[src/spdlq_pkg.sv]
// ----------------------------------------------------------------------------
// Sine PWM duty level quantizer package
// Shared constants, register map, sequencer states and series tables.
// ----------------------------------------------------------------------------
`timescale 1ns / 1ps

package spdlq_pkg;

  // Field widths of the transaction ports
  localparam int IDX_W      = 10;
  localparam int DUTY_W     = 17;
  localparam int LEVEL_W    = 8;
  localparam int SP_W       = 11;
  localparam int PWM_W      = 16;
  localparam int CFG_IDX_W  = 8;
  localparam int CFG_DATA_W = 16;

  // Phase is one full turn in 32 bits
  localparam int PHASE_W = 32;

  // Register map
  localparam logic [CFG_IDX_W-1:0] REG_SIGNAL_PERIOD = 8'd0;
  localparam logic [CFG_IDX_W-1:0] REG_PWM_SPAN      = 8'd1;

  // Reset values of the registers
  localparam logic [SP_W-1:0]  SIGNAL_PERIOD_RST = 11'd1024;
  localparam logic [PWM_W-1:0] PWM_SPAN_RST      = 16'd256;

  // Input mode codes
  localparam logic MODE_SINE  = 1'b0;
  localparam logic MODE_FIXED = 1'b1;

  // Fixed point constants
  localparam logic [31:0] Q30_ONE  = 32'h4000_0000;
  localparam logic [31:0] PI_Q30   = 32'hC90F_DAA2;
  localparam logic [31:0] HALF_Q15 = 32'h0000_4000;
  localparam logic [16:0] Q16_ONE  = 17'h1_0000;
  localparam logic [15:0] Q16_HALF = 16'h8000;
  localparam logic [31:0] HALF_TURN = 32'h8000_0000;

  // Number of Horner steps in the sine series
  localparam int NUM_TERMS = 6;
  localparam int TERM_W    = 3;

  // Sequencer states
  typedef enum logic [13:0] {
    ST_IDLE  = 14'b00_0000_0000_0001,
    ST_DIV   = 14'b00_0000_0000_0010,
    ST_FOLD  = 14'b00_0000_0000_0100,
    ST_MX    = 14'b00_0000_0000_1000,
    ST_MX2   = 14'b00_0000_0001_0000,
    ST_X2    = 14'b00_0000_0010_0000,
    ST_TA    = 14'b00_0000_0100_0000,
    ST_TB    = 14'b00_0000_1000_0000,
    ST_TC    = 14'b00_0001_0000_0000,
    ST_TD    = 14'b00_0010_0000_0000,
    ST_SX    = 14'b00_0100_0000_0000,
    ST_SUM   = 14'b00_1000_0000_0000,
    ST_LMUL  = 14'b01_0000_0000_0000,
    ST_LPICK = 14'b10_0000_0000_0000
  } state_e;

  // Series divisor of Horner step i
  function automatic logic [7:0] series_div(input logic [TERM_W-1:0] i);
    logic [7:0] d;
    case (i)
      3'd0:    d = 8'd156;
      3'd1:    d = 8'd110;
      3'd2:    d = 8'd72;
      3'd3:    d = 8'd42;
      3'd4:    d = 8'd20;
      3'd5:    d = 8'd6;
      default: d = 8'd6;
    endcase
    return d;
  endfunction

  // floor(2^32 / divisor) of Horner step i
  function automatic logic [31:0] series_recip(input logic [TERM_W-1:0] i);
    logic [31:0] m;
    case (i)
      3'd0:    m = 32'd27531841;
      3'd1:    m = 32'd39045157;
      3'd2:    m = 32'd59652323;
      3'd3:    m = 32'd102261126;
      3'd4:    m = 32'd214748364;
      3'd5:    m = 32'd715827882;
      default: m = 32'd715827882;
    endcase
    return m;
  endfunction

endpackage

[src/spdlq_div.sv]
// ----------------------------------------------------------------------------
// Phase divider
// Radix-2 restoring division of (index << 32) by the sine period, one
// quotient bit per cycle; returns the quotient modulo one turn.
// ----------------------------------------------------------------------------
`timescale 1ns / 1ps

module spdlq_div #(
  parameter int PW = 11
) (
  input  logic                          clk_i,
  input  logic                          rst_ni,
  input  logic                          start_i,
  input  logic [spdlq_pkg::IDX_W-1:0]   index_i,
  input  logic [PW-1:0]                 divisor_i,
  output logic                          done_o,
  output logic [spdlq_pkg::PHASE_W-1:0] quotient_o
);

  localparam int STEPS = spdlq_pkg::IDX_W + spdlq_pkg::PHASE_W;
  localparam int CW    = $clog2(STEPS);

  logic                          busy_q;
  logic                          done_q;
  logic [CW-1:0]                 cnt_q;
  logic [PW-1:0]                 rem_q;
  logic [PW-1:0]                 rem_d;
  logic [PW-1:0]                 div_q;
  logic [spdlq_pkg::IDX_W-1:0]   num_q;
  logic [spdlq_pkg::PHASE_W-1:0] quo_q;
  logic [PW:0]                   trial;
  logic                          ge;

  // Shift in the next dividend bit and try one subtraction
  always_comb begin
    trial = {rem_q, num_q[spdlq_pkg::IDX_W-1]};
    ge    = (trial >= {1'b0, div_q});
    rem_d = ge ? PW'(trial - {1'b0, div_q}) : trial[PW-1:0];
  end

  // Advance the step counter
  always_ff @(posedge clk_i or negedge rst_ni) begin
    if (!rst_ni) begin
      busy_q <= 1'b0;
      done_q <= 1'b0;
      cnt_q  <= '0;
    end else if (start_i) begin
      busy_q <= 1'b1;
      done_q <= 1'b0;
      cnt_q  <= '0;
    end else if (busy_q) begin
      cnt_q <= cnt_q + CW'(1);
      if (cnt_q == CW'(STEPS - 1)) begin
        busy_q <= 1'b0;
        done_q <= 1'b1;
      end else begin
        done_q <= 1'b0;
      end
    end else begin
      done_q <= 1'b0;
    end
  end

  // Hold the partial remainder, dividend bits and quotient
  always_ff @(posedge clk_i) begin
    if (start_i) begin
      rem_q <= '0;
      num_q <= index_i;
      div_q <= divisor_i;
    end else if (busy_q) begin
      rem_q <= rem_d;
      num_q <= {num_q[spdlq_pkg::IDX_W-2:0], 1'b0};
      quo_q <= {quo_q[spdlq_pkg::PHASE_W-2:0], ge};
    end
  end

  assign done_o     = done_q;
  assign quotient_o = quo_q;

endmodule

[src/sine_pwm_duty_level_quantizer.sv]
// ----------------------------------------------------------------------------
// Sine PWM duty level quantizer
// Maps a sine sample or a fixed duty fraction to the nearest PWM duty level.
// ----------------------------------------------------------------------------
// One transaction is processed at a time. A sine-mode transaction first
// passes through the bit-serial phase divider (42 quotient bits plus the
// hand-off), then through the steps in which one shared 32x32 multiplier
// works through the range reduction, the six-step Taylor series of the sine
// (each series division done as a reciprocal product with one correction)
// and the level product. A fixed-mode transaction skips the sine and goes
// straight to the level product. The input stalls while a transaction is in
// flight and opens again once the result is loaded. A finished result sits
// in an output register so the next transaction can start before it is taken;
// while that register is still held, the next result waits in the last step.
// The level index is the nearest of min(MAX_LEVELS, PWM span) levels,
// found in closed form from target * N. Registers are to be written through
// the configuration port only while the block is idle; the block itself does
// not enforce this, and cfg_ready_o is always high.
// ----------------------------------------------------------------------------
`timescale 1ns / 1ps

module sine_pwm_duty_level_quantizer #(
  parameter int MAX_LEVELS  = 256,
  parameter int MAX_SAMPLES = 1024
) (
  input  logic                               clk_i,
  input  logic                               rst_ni,
  // Input transactions
  input  logic                               in_valid_i,
  output logic                               in_stall_o,
  input  logic                               mode_i,
  input  logic [spdlq_pkg::IDX_W-1:0]        sample_index_i,
  input  logic [spdlq_pkg::DUTY_W-1:0]       duty_fraction_i,
  // Result transactions
  output logic                               out_valid_o,
  input  logic                               out_stall_i,
  output logic [spdlq_pkg::LEVEL_W-1:0]      level_index_o,
  // Configuration writes
  input  logic                               cfg_valid_i,
  output logic                               cfg_ready_o,
  input  logic [spdlq_pkg::CFG_IDX_W-1:0]    cfg_index_i,
  input  logic [spdlq_pkg::CFG_DATA_W-1:0]   cfg_data_i
);

  localparam int P_CAP = (MAX_SAMPLES < 2047) ? MAX_SAMPLES : 2047;
  localparam int PW    = $clog2(P_CAP + 1);
  localparam int LW    = $clog2(MAX_LEVELS + 1);
  localparam int TNW   = spdlq_pkg::DUTY_W + LW;

  spdlq_pkg::state_e state_q, state_d;

  logic [spdlq_pkg::SP_W-1:0]   sp_q;
  logic [spdlq_pkg::PWM_W-1:0]  pwm_q;

  logic                         in_accept;
  logic                         div_start;
  logic                         div_done;
  logic [31:0]                  div_quo;
  logic [PW-1:0]                p_eff;
  logic [LW-1:0]                n_eff;

  logic [31:0]                  phase_q;
  logic [30:0]                  mag_q;
  logic                         neg_q;
  logic [30:0]                  x_q;
  logic [31:0]                  x2_q;
  logic [30:0]                  t_q;
  logic [31:0]                  a_q;
  logic [31:0]                  qa_q;
  logic [spdlq_pkg::TERM_W-1:0] term_q;
  logic [16:0]                  target_q;

  logic                         mul_en;
  logic [31:0]                  mul_a;
  logic [31:0]                  mul_b;
  logic [63:0]                  prod_q;

  logic                         out_valid_q;
  logic [spdlq_pkg::LEVEL_W-1:0] level_q;
  logic                         out_load;

  // Fold and series signals
  logic [31:0]                  folded;
  logic [31:0]                  mag_full;
  logic [31:0]                  rem_fix;
  logic [32:0]                  q_fix;
  logic [30:0]                  t_next;
  logic [32:0]                  s_raw;
  logic [30:0]                  s_clamp;
  logic [31:0]                  sum_v;
  logic [16:0]                  tgt_sine;
  logic [16:0]                  tgt_fixed;

  // Level pick signals
  logic [TNW-1:0]               tn;
  logic [LW:0]                  k;
  logic [LW:0]                  c0;
  logic [LW:0]                  c;
  logic [TNW-1:0]               lv;
  logic [TNW-1:0]               dj;
  logic                         pick0;
  logic [LW+8:0]                jw;
  logic [spdlq_pkg::LEVEL_W-1:0] level_d;

  assign in_accept  = in_valid_i && !in_stall_o;
  assign in_stall_o = (state_q != spdlq_pkg::ST_IDLE);
  assign div_start  = in_accept && (mode_i == spdlq_pkg::MODE_SINE);
  assign cfg_ready_o = 1'b1;

  // Hold the configuration registers
  always_ff @(posedge clk_i or negedge rst_ni) begin
    if (!rst_ni) begin
      sp_q  <= spdlq_pkg::SIGNAL_PERIOD_RST;
      pwm_q <= spdlq_pkg::PWM_SPAN_RST;
    end else if (cfg_valid_i) begin
      case (cfg_index_i)
        spdlq_pkg::REG_SIGNAL_PERIOD: sp_q  <= cfg_data_i[spdlq_pkg::SP_W-1:0];
        spdlq_pkg::REG_PWM_SPAN:      pwm_q <= cfg_data_i;
        default: ;
      endcase
    end
  end

  // Clamp the sine period and the level count
  always_comb begin
    if (sp_q == '0) begin
      p_eff = PW'(1);
    end else if (32'(sp_q) > 32'(MAX_SAMPLES)) begin
      p_eff = PW'(P_CAP);
    end else begin
      p_eff = PW'(sp_q);
    end
    n_eff = (32'(pwm_q) > 32'(MAX_LEVELS)) ? LW'(MAX_LEVELS) : LW'(pwm_q);
  end

  spdlq_div #(
    .PW(PW)
  ) u_div (
    .clk_i      (clk_i),
    .rst_ni     (rst_ni),
    .start_i    (div_start),
    .index_i    (sample_index_i),
    .divisor_i  (p_eff),
    .done_o     (div_done),
    .quotient_o (div_quo)
  );

  // Fold the phase into a quarter turn, apply the series step and form the duty targets
  always_comb begin
    if (phase_q[31:30] == 2'b01 || phase_q[31:30] == 2'b10) begin
      folded = spdlq_pkg::HALF_TURN - phase_q;
    end else begin
      folded = phase_q;
    end
    mag_full = folded[31] ? (32'd0 - folded) : folded;

    rem_fix = a_q - prod_q[31:0];
    q_fix   = {1'b0, qa_q} +
              33'((rem_fix >= 32'(spdlq_pkg::series_div(term_q))) ? 1 : 0);
    t_next  = (q_fix >= {1'b0, spdlq_pkg::Q30_ONE}) ? '0
              : 31'(spdlq_pkg::Q30_ONE - q_fix[31:0]);

    s_raw   = prod_q[62:30];
    s_clamp = (s_raw > 33'(spdlq_pkg::Q30_ONE)) ? 31'(spdlq_pkg::Q30_ONE) : s_raw[30:0];
    if (neg_q) begin
      sum_v = spdlq_pkg::Q30_ONE - 32'(s_clamp) + spdlq_pkg::HALF_Q15;
    end else begin
      sum_v = spdlq_pkg::Q30_ONE + 32'(s_clamp) + spdlq_pkg::HALF_Q15;
    end
    tgt_sine  = (sum_v[31:15] > spdlq_pkg::Q16_ONE) ? spdlq_pkg::Q16_ONE : sum_v[31:15];
    tgt_fixed = (duty_fraction_i > spdlq_pkg::Q16_ONE) ? spdlq_pkg::Q16_ONE
                : duty_fraction_i;
  end

  // Pick the nearest level from target * N
  always_comb begin
    tn    = prod_q[TNW-1:0];
    k     = tn[TNW-1:16];
    c0    = (tn[15:0] > spdlq_pkg::Q16_HALF) ? (k + (LW+1)'(1)) : k;
    if (c0 < (LW+1)'(2)) begin
      c = (LW+1)'(2);
    end else if (c0 > {1'b0, n_eff}) begin
      c = {1'b0, n_eff};
    end else begin
      c = c0;
    end
    lv    = {c, 16'h0000};
    dj    = (lv >= tn) ? (lv - tn) : (tn - lv);
    pick0 = (n_eff < LW'(2)) || (tn <= dj);
    jw    = pick0 ? '0 : ((LW+9)'(c) - (LW+9)'(1));
    level_d = jw[spdlq_pkg::LEVEL_W-1:0];
  end

  // Select multiplier operands for the current step
  always_comb begin
    mul_en = 1'b0;
    mul_a  = '0;
    mul_b  = '0;
    case (state_q)
      spdlq_pkg::ST_MX: begin
        mul_en = 1'b1;
        mul_a  = 32'(mag_q);
        mul_b  = spdlq_pkg::PI_Q30;
      end
      spdlq_pkg::ST_MX2: begin
        mul_en = 1'b1;
        mul_a  = prod_q[62:31];
        mul_b  = prod_q[62:31];
      end
      spdlq_pkg::ST_TA: begin
        mul_en = 1'b1;
        mul_a  = x2_q;
        mul_b  = 32'(t_q);
      end
      spdlq_pkg::ST_TB: begin
        mul_en = 1'b1;
        mul_a  = prod_q[61:30];
        mul_b  = spdlq_pkg::series_recip(term_q);
      end
      spdlq_pkg::ST_TC: begin
        mul_en = 1'b1;
        mul_a  = prod_q[63:32];
        mul_b  = 32'(spdlq_pkg::series_div(term_q));
      end
      spdlq_pkg::ST_SX: begin
        mul_en = 1'b1;
        mul_a  = 32'(x_q);
        mul_b  = 32'(t_q);
      end
      spdlq_pkg::ST_LMUL: begin
        mul_en = 1'b1;
        mul_a  = 32'(target_q);
        mul_b  = 32'(n_eff);
      end
      default: ;
    endcase
  end

  // Register the shared product
  always_ff @(posedge clk_i) begin
    if (mul_en) begin
      prod_q <= mul_a * mul_b;
    end
  end

  assign out_load = (state_q == spdlq_pkg::ST_LPICK) && (!out_valid_q || !out_stall_i);

  // Sequence the steps of one transaction
  always_comb begin
    state_d = state_q;
    case (state_q)
      spdlq_pkg::ST_IDLE: begin
        if (in_accept) begin
          state_d = (mode_i == spdlq_pkg::MODE_SINE) ? spdlq_pkg::ST_DIV
                    : spdlq_pkg::ST_LMUL;
        end
      end
      spdlq_pkg::ST_DIV: begin
        if (div_done) begin
          state_d = spdlq_pkg::ST_FOLD;
        end
      end
      spdlq_pkg::ST_FOLD:  state_d = spdlq_pkg::ST_MX;
      spdlq_pkg::ST_MX:    state_d = spdlq_pkg::ST_MX2;
      spdlq_pkg::ST_MX2:   state_d = spdlq_pkg::ST_X2;
      spdlq_pkg::ST_X2:    state_d = spdlq_pkg::ST_TA;
      spdlq_pkg::ST_TA:    state_d = spdlq_pkg::ST_TB;
      spdlq_pkg::ST_TB:    state_d = spdlq_pkg::ST_TC;
      spdlq_pkg::ST_TC:    state_d = spdlq_pkg::ST_TD;
      spdlq_pkg::ST_TD: begin
        state_d = (term_q == spdlq_pkg::TERM_W'(spdlq_pkg::NUM_TERMS - 1))
                  ? spdlq_pkg::ST_SX : spdlq_pkg::ST_TA;
      end
      spdlq_pkg::ST_SX:    state_d = spdlq_pkg::ST_SUM;
      spdlq_pkg::ST_SUM:   state_d = spdlq_pkg::ST_LMUL;
      spdlq_pkg::ST_LMUL:  state_d = spdlq_pkg::ST_LPICK;
      spdlq_pkg::ST_LPICK: begin
        if (out_load) begin
          state_d = spdlq_pkg::ST_IDLE;
        end
      end
      default:             state_d = spdlq_pkg::ST_IDLE;
    endcase
  end

  // Advance the sequencer and the output register
  always_ff @(posedge clk_i or negedge rst_ni) begin
    if (!rst_ni) begin
      state_q     <= spdlq_pkg::ST_IDLE;
      out_valid_q <= 1'b0;
    end else begin
      state_q <= state_d;
      if (out_load) begin
        out_valid_q <= 1'b1;
      end else if (!out_stall_i) begin
        out_valid_q <= 1'b0;
      end
    end
  end

  // Capture the intermediate values of the datapath
  always_ff @(posedge clk_i) begin
    case (state_q)
      spdlq_pkg::ST_IDLE: begin
        if (in_accept) begin
          target_q <= tgt_fixed;
        end
      end
      spdlq_pkg::ST_DIV: begin
        if (div_done) begin
          phase_q <= div_quo;
        end
      end
      spdlq_pkg::ST_FOLD: begin
        mag_q <= mag_full[30:0];
        neg_q <= folded[31];
      end
      spdlq_pkg::ST_MX2: begin
        x_q <= prod_q[61:31];
      end
      spdlq_pkg::ST_X2: begin
        x2_q   <= prod_q[61:30];
        t_q    <= 31'(spdlq_pkg::Q30_ONE);
        term_q <= '0;
      end
      spdlq_pkg::ST_TB: begin
        a_q <= prod_q[61:30];
      end
      spdlq_pkg::ST_TC: begin
        qa_q <= prod_q[63:32];
      end
      spdlq_pkg::ST_TD: begin
        t_q    <= t_next;
        term_q <= term_q + spdlq_pkg::TERM_W'(1);
      end
      spdlq_pkg::ST_SUM: begin
        target_q <= tgt_sine;
      end
      spdlq_pkg::ST_LPICK: begin
        if (out_load) begin
          level_q <= level_d;
        end
      end
      default: ;
    endcase
  end

  assign out_valid_o   = out_valid_q;
  assign level_index_o = level_q;

endmodule

[config.mk]
export PLATFORM = sky130hd
export DESIGN_NAME = sine_pwm_duty_level_quantizer
export DESIGN_NICKNAME = d
export VERILOG_FILES = /design/src/spdlq_pkg.sv /design/src/spdlq_div.sv /design/src/sine_pwm_duty_level_quantizer.sv
export SDC_FILE = /design/constraint.sdc
export NUM_CORES = 2
export LEC_CHECK = 0
export BUFFER_PORTS_ARGS = -buffer_cell sky130_fd_sc_hd__buf_2
export CAP_MARGIN = 20
export CELL_PAD_IN_SITES_DETAIL_PLACEMENT = 2
export CELL_PAD_IN_SITES_GLOBAL_PLACEMENT = 2
export CORE_ASPECT_RATIO = 0.6
export CORE_UTILIZATION = 37
export CTS_BUF_LIST = sky130_fd_sc_hd__clkbuf_8
export CTS_CLUSTER_SIZE = 25
export DETAILED_ROUTE_END_ITERATION = 7
export PLACE_DENSITY_LB_ADDON = 0.1
export SETUP_SLACK_MARGIN = 0.02
export SYNTH_ARGS = -nofsm -noshare
export SYNTH_HDL_FRONTEND = slang
export SYNTH_SLANG_ARGS = --single-unit
[constraint.sdc]
create_clock -name clk_i -period 11.5 [get_ports clk_i]
set_input_delay 0.575 -clock clk_i [delete_from_list [all_inputs] [get_ports clk_i]]
set_output_delay 0.575 -clock clk_i [all_outputs]
set_load 0.02 [all_outputs]
==> results by group <==
GRT
  – First-pass GRT wire length: between 300 and 400 mm
  – Largest net degree at the start of global routing: 66
  – GRT overflow: 0
  – Gr usage total: 32.7%
  – Initial antenna violation count: 24
  – Vias in the first global route: 50700

Timing
  – Tcrit/Tclk final: 96.8%
  – Slew margin rel.: 13.3%
  – Final WS setup: 0.367 ns
  – Final hold vios: 0
  – Max Clock Skew: 0.0791 ns
  – Max-slew violations: 0
  – Fmax: 0.0898 GHz
  – Slew @ Worst Pin: ~1.3 ns
  – RSZ-0062 raised after global routing: no
  – Min Tclk post-route: 11.13 ns
  – Final setup viols: 0

Worst setup path
  – Slowest CP cell: fa_1
  – R2r startpoint: term_q[0]
  – Req. time, crit path: roughly 12 ns
  – RR Endpoint: prod_q[61]
  – WS Path Type: reg -> reg
  – Startpoint Class: flip-flop
  – CP peak stage delay: ~0.66 ns
  – CP most frequent cell: fa_1
  – Critical Path AT: approximately 12 ns
  – FF-to-FF path depth: 37
  – Critical path capture point type: flip-flop
  – Crit Path Max Fanout: 8
  – Worst R2R Setup Slack: 0.37 ns

Logic synthesis
  – Syn Std Cell Area: between 50000 and 60000 µm²
  – Post-synth EDFFs: 367
  – Simple-gate area share of the yosys netlist: 15.4%
  – Synthesized area per cell: 9.31 µm²
  – Ys flop type: edfxtp_1
  – Post-synthesis register bit count: 428
  – Synth cell types: 90
  – Proportion of synthesized area in mux cells: roughly 1.2%
  – Syn Nets: 7439
  – Synth Area in XOR/XNOR: 3.64%
  – Fraction of the mapped netlist area in adder cells: 40.1%
  – Synth Area in Compound Gates: about 8.6%
  – Synthesis Warnings: 0
  – Sequential-to-total area share from yosys stat: between 20% and 30%
  – Mapped Cells: 6101
  – Async SR Flop Fraction: 11.7%
  – Largest family of logic cells by synthesized area: adder cells

Power and ir drop
  – Psw: 1.76 mW
  – Clock power frac: roughly 28%
  – Peak supply drop: 0.100 mV
  – Pint: 3.07 mW
  – PnR Total Power: 4.83 mW
  – Combinational share of power: 27.7%
  – Sequential Power Share: ~44%
  – Power per cell area: 77.8 nW/µm²
  – Leakage Power: 27.9 nW
  – Switching share of power: 36.4%

Clock network
  – Root Buffer: clkbuf_8
  – Clock latency on the worst-skew pair: 0.77 ns
  – H-tree depth: 2
  – Sink Count: ~430
  – CTS buffer count: 60
  – Deepest clock path buffer count: 3
  – CTS tree: built
  – Clock-pin slew on the worst setup and hold paths: 0.08 ns

Min path
  – Worst Hold Path EP: u_div.num_q[4]
  – WHS Path Cells: 3
  – Hold Path Origin: sample_index_i[4]
  – Worst Hold Class: in -> reg

Floorplan
  – Core Box Area: 151000 µm²
  – Number of core rows: 110
  – Die Y-Extent: 305 µm
  – I/O pin cnt: 68
  – Die width: ~510 µm
  – Die area: ~160000 µm²
  – Initial Util: 37.6%

Place
  – Count of buffers inserted at the top-level ports: 66
  – Dpl ws: -0.135 ns
  – HPWL Detailed: around 210 mm
  – GPL Wtd Cong: 0.983

Layout
  – Commonest non-fill, non-tap cell in the layout: inv_1
  – Most frequent cells in the layout: 1072 x inv_1, 899 x fa_1, 761 x nor2_1
  – Area Growth Syn to Fin: 9.40%
  – Layout cell share with drive strength beyond 1: between 8 and 9%
  – Fin nets: 7519

Drt
  – Initial DRC Count: 4713
  – Vias/cell: 5.67
  – Drt total wl: around 250 mm
  – Vias: 46800
  – Final ANT Viol Nets: 0
  – Detailed-router iteration count before antenna repair: 6
  – Wire per inst: about 30 µm
  – Drt drc: 0

Outcome
  – Status: complete, no violations

Run
  – Max_cap viols: 0
kinds of logic after synthesis:
| group | Yosys count |
|---|---|
| xor+xnor | 236 |
| fa+ha+maj | 1281 |
| other cells | 2 |
| mux | 62 |
| compound gates | 734 |
| buf+inv | 1353 |
| flops | 428 |
| simple gates | 2005 |
power by group through the flow:
stage | clock [mW] | combinational (mW) | sequential [mW]
final | 1.37 | 1.34 | 2.12
after floorplan | 0 | 0.832 | 2.05
after detailed placement | 0 | 1.30 | 2.14
after CTS | 1.39 | 1.31 | 2.11
after global routing | 1.46 | 1.45 | 2.13
after global placement | 0 | 1.25 | 2.13
registers in the layout, summed over array words and instances (netlist names), 14 cells and up:
register / flops
target_q: 17
pwm_q: 16
t_q: 31
a_q: 32
phase_q: 32
x2_q: 32
state_q: 14
x_q: 31
u_div.quotient_o: 32
mag_q: 31
prod_q: 64
qa_q: 32
cell usage after synthesis, drive strengths merged, types with 14 or more instances:
master | n | share of area, %
a21oi | 193 | 1.7
nor2b | 38 | 0.42
o211ai | 18 | 0.24
and4 | 19 | 0.29
nor4 | 36 | 0.41
a21o | 62 | 0.82
or2 | 27 | 0.30
inv | 1056 | 7.0
a21boi | 14 | 0.19
o21ai | 150 | 1.3
or3 | 20 | 0.24
clkbuf | 262 | 1.7
a221oi | 15 | 0.23
a31oi | 24 | 0.26
nand4 | 43 | 0.47
xnor2 | 151 | 2.3
nor3 | 54 | 0.48
buf | 35 | 0.28
xor2 | 85 | 1.3
a222oi | 39 | 0.69
o31ai | 28 | 0.40
dfrtp | 47 | 2.1
ha | 382 | 8.4
o21bai | 14 | 0.19
a22oi | 32 | 0.42
nor2 | 765 | 5.1
nand2b | 39 | 0.43
nand3 | 97 | 0.86
a211oi | 25 | 0.33
and3 | 50 | 0.55
nand2 | 738 | 4.9
fa | 899 | 32
mux2 | 34 | 0.67
mux2i | 28 | 0.49
and2 | 31 | 0.34
edfxtp | 367 | 19
o21a | 23 | 0.30
worst max-delay path: cells and delay by family, from the launching register on:
family	cells	cell delay [ns]
AO/OA/AOI/OAI	10	2.74
buffers and inverters	8	0.71
flip-flops	1	0.43
AND/OR/NAND/NOR	8	1.98
XOR/XNOR	1	0.14
adder cells (fa/ha/maj)	10	4.87
timing repair:
item | in CTS | in global routing
buffers inserted | 0 | 0
hold endpoints to repair | 12 | 0
setup endpoints to repair | 4 | 20
hold buffers | 1 | 0
cloned | 0 | 0
resized for setup | 3 | 15
pin swaps | 0 | 1
worst max-delay path by stage:
stage / startpoint / to / slack (ns) / cells past startpoint
2_1_floorplan: state_q[5] / prod_q[61] / 0.34 / 35
3_5_place_dp: term_q[0] / prod_q[61] / -0.13 / 37
4_1_cts: state_q[5] / prod_q[61] / 0.07 / 35
3_3_place_gp: term_q[0] / prod_q[61] / -0.04 / 37
6_report: term_q[0] / prod_q[61] / 0.37 / 37
5_1_grt: term_q[0] / prod_q[54] / 0.09 / 38
through the flow:
stage | TNS, ns | cells | utilization, % | area, µm² | hold slack (ns)
after detailed placement | -0.135 | 8132 | 40.2 | 60700 | 0.417
after CTS | 0 | 8247 | 41.0 | 62000 | 0.0515
after global routing | 0 | 8249 | 41.1 | 62100 | 0.0725
after floorplan | 0 | 6101 | - | 56800 | 0.279
final | 0 | 8254 | 41.1 | 62100 | 0.0973
after global placement | -0.0431 | 8132 | 40.2 | 60700 | 0.405
metal layers:
metal	up-vias	wire, µm	global-route usage, %
met4	6	3650	4.38
met1	25100	123000	52.0
met2	1774	100000	45.4
met5	-	46	0
li1	19700	-	-
met3	236	23600	7.50
cell type report:
| type | count | area [µm²] |
|---|---|---|
| clock buffers | 68 | 936 |
| multi-input cells | 4320 | 39500 |
| repair buffers | 315 | 2340 |
| diodes | 5 | 12.5 |
| flip-flops and latches | 428 | 12500 |
| fillers | 16400 | 89000 |
| inverters | 1056 | 3970 |
| clock inverters | 46 | 358 |
| well taps | 2016 | 2520 |
No activity file was read; power rests on OpenSTA's default activity.
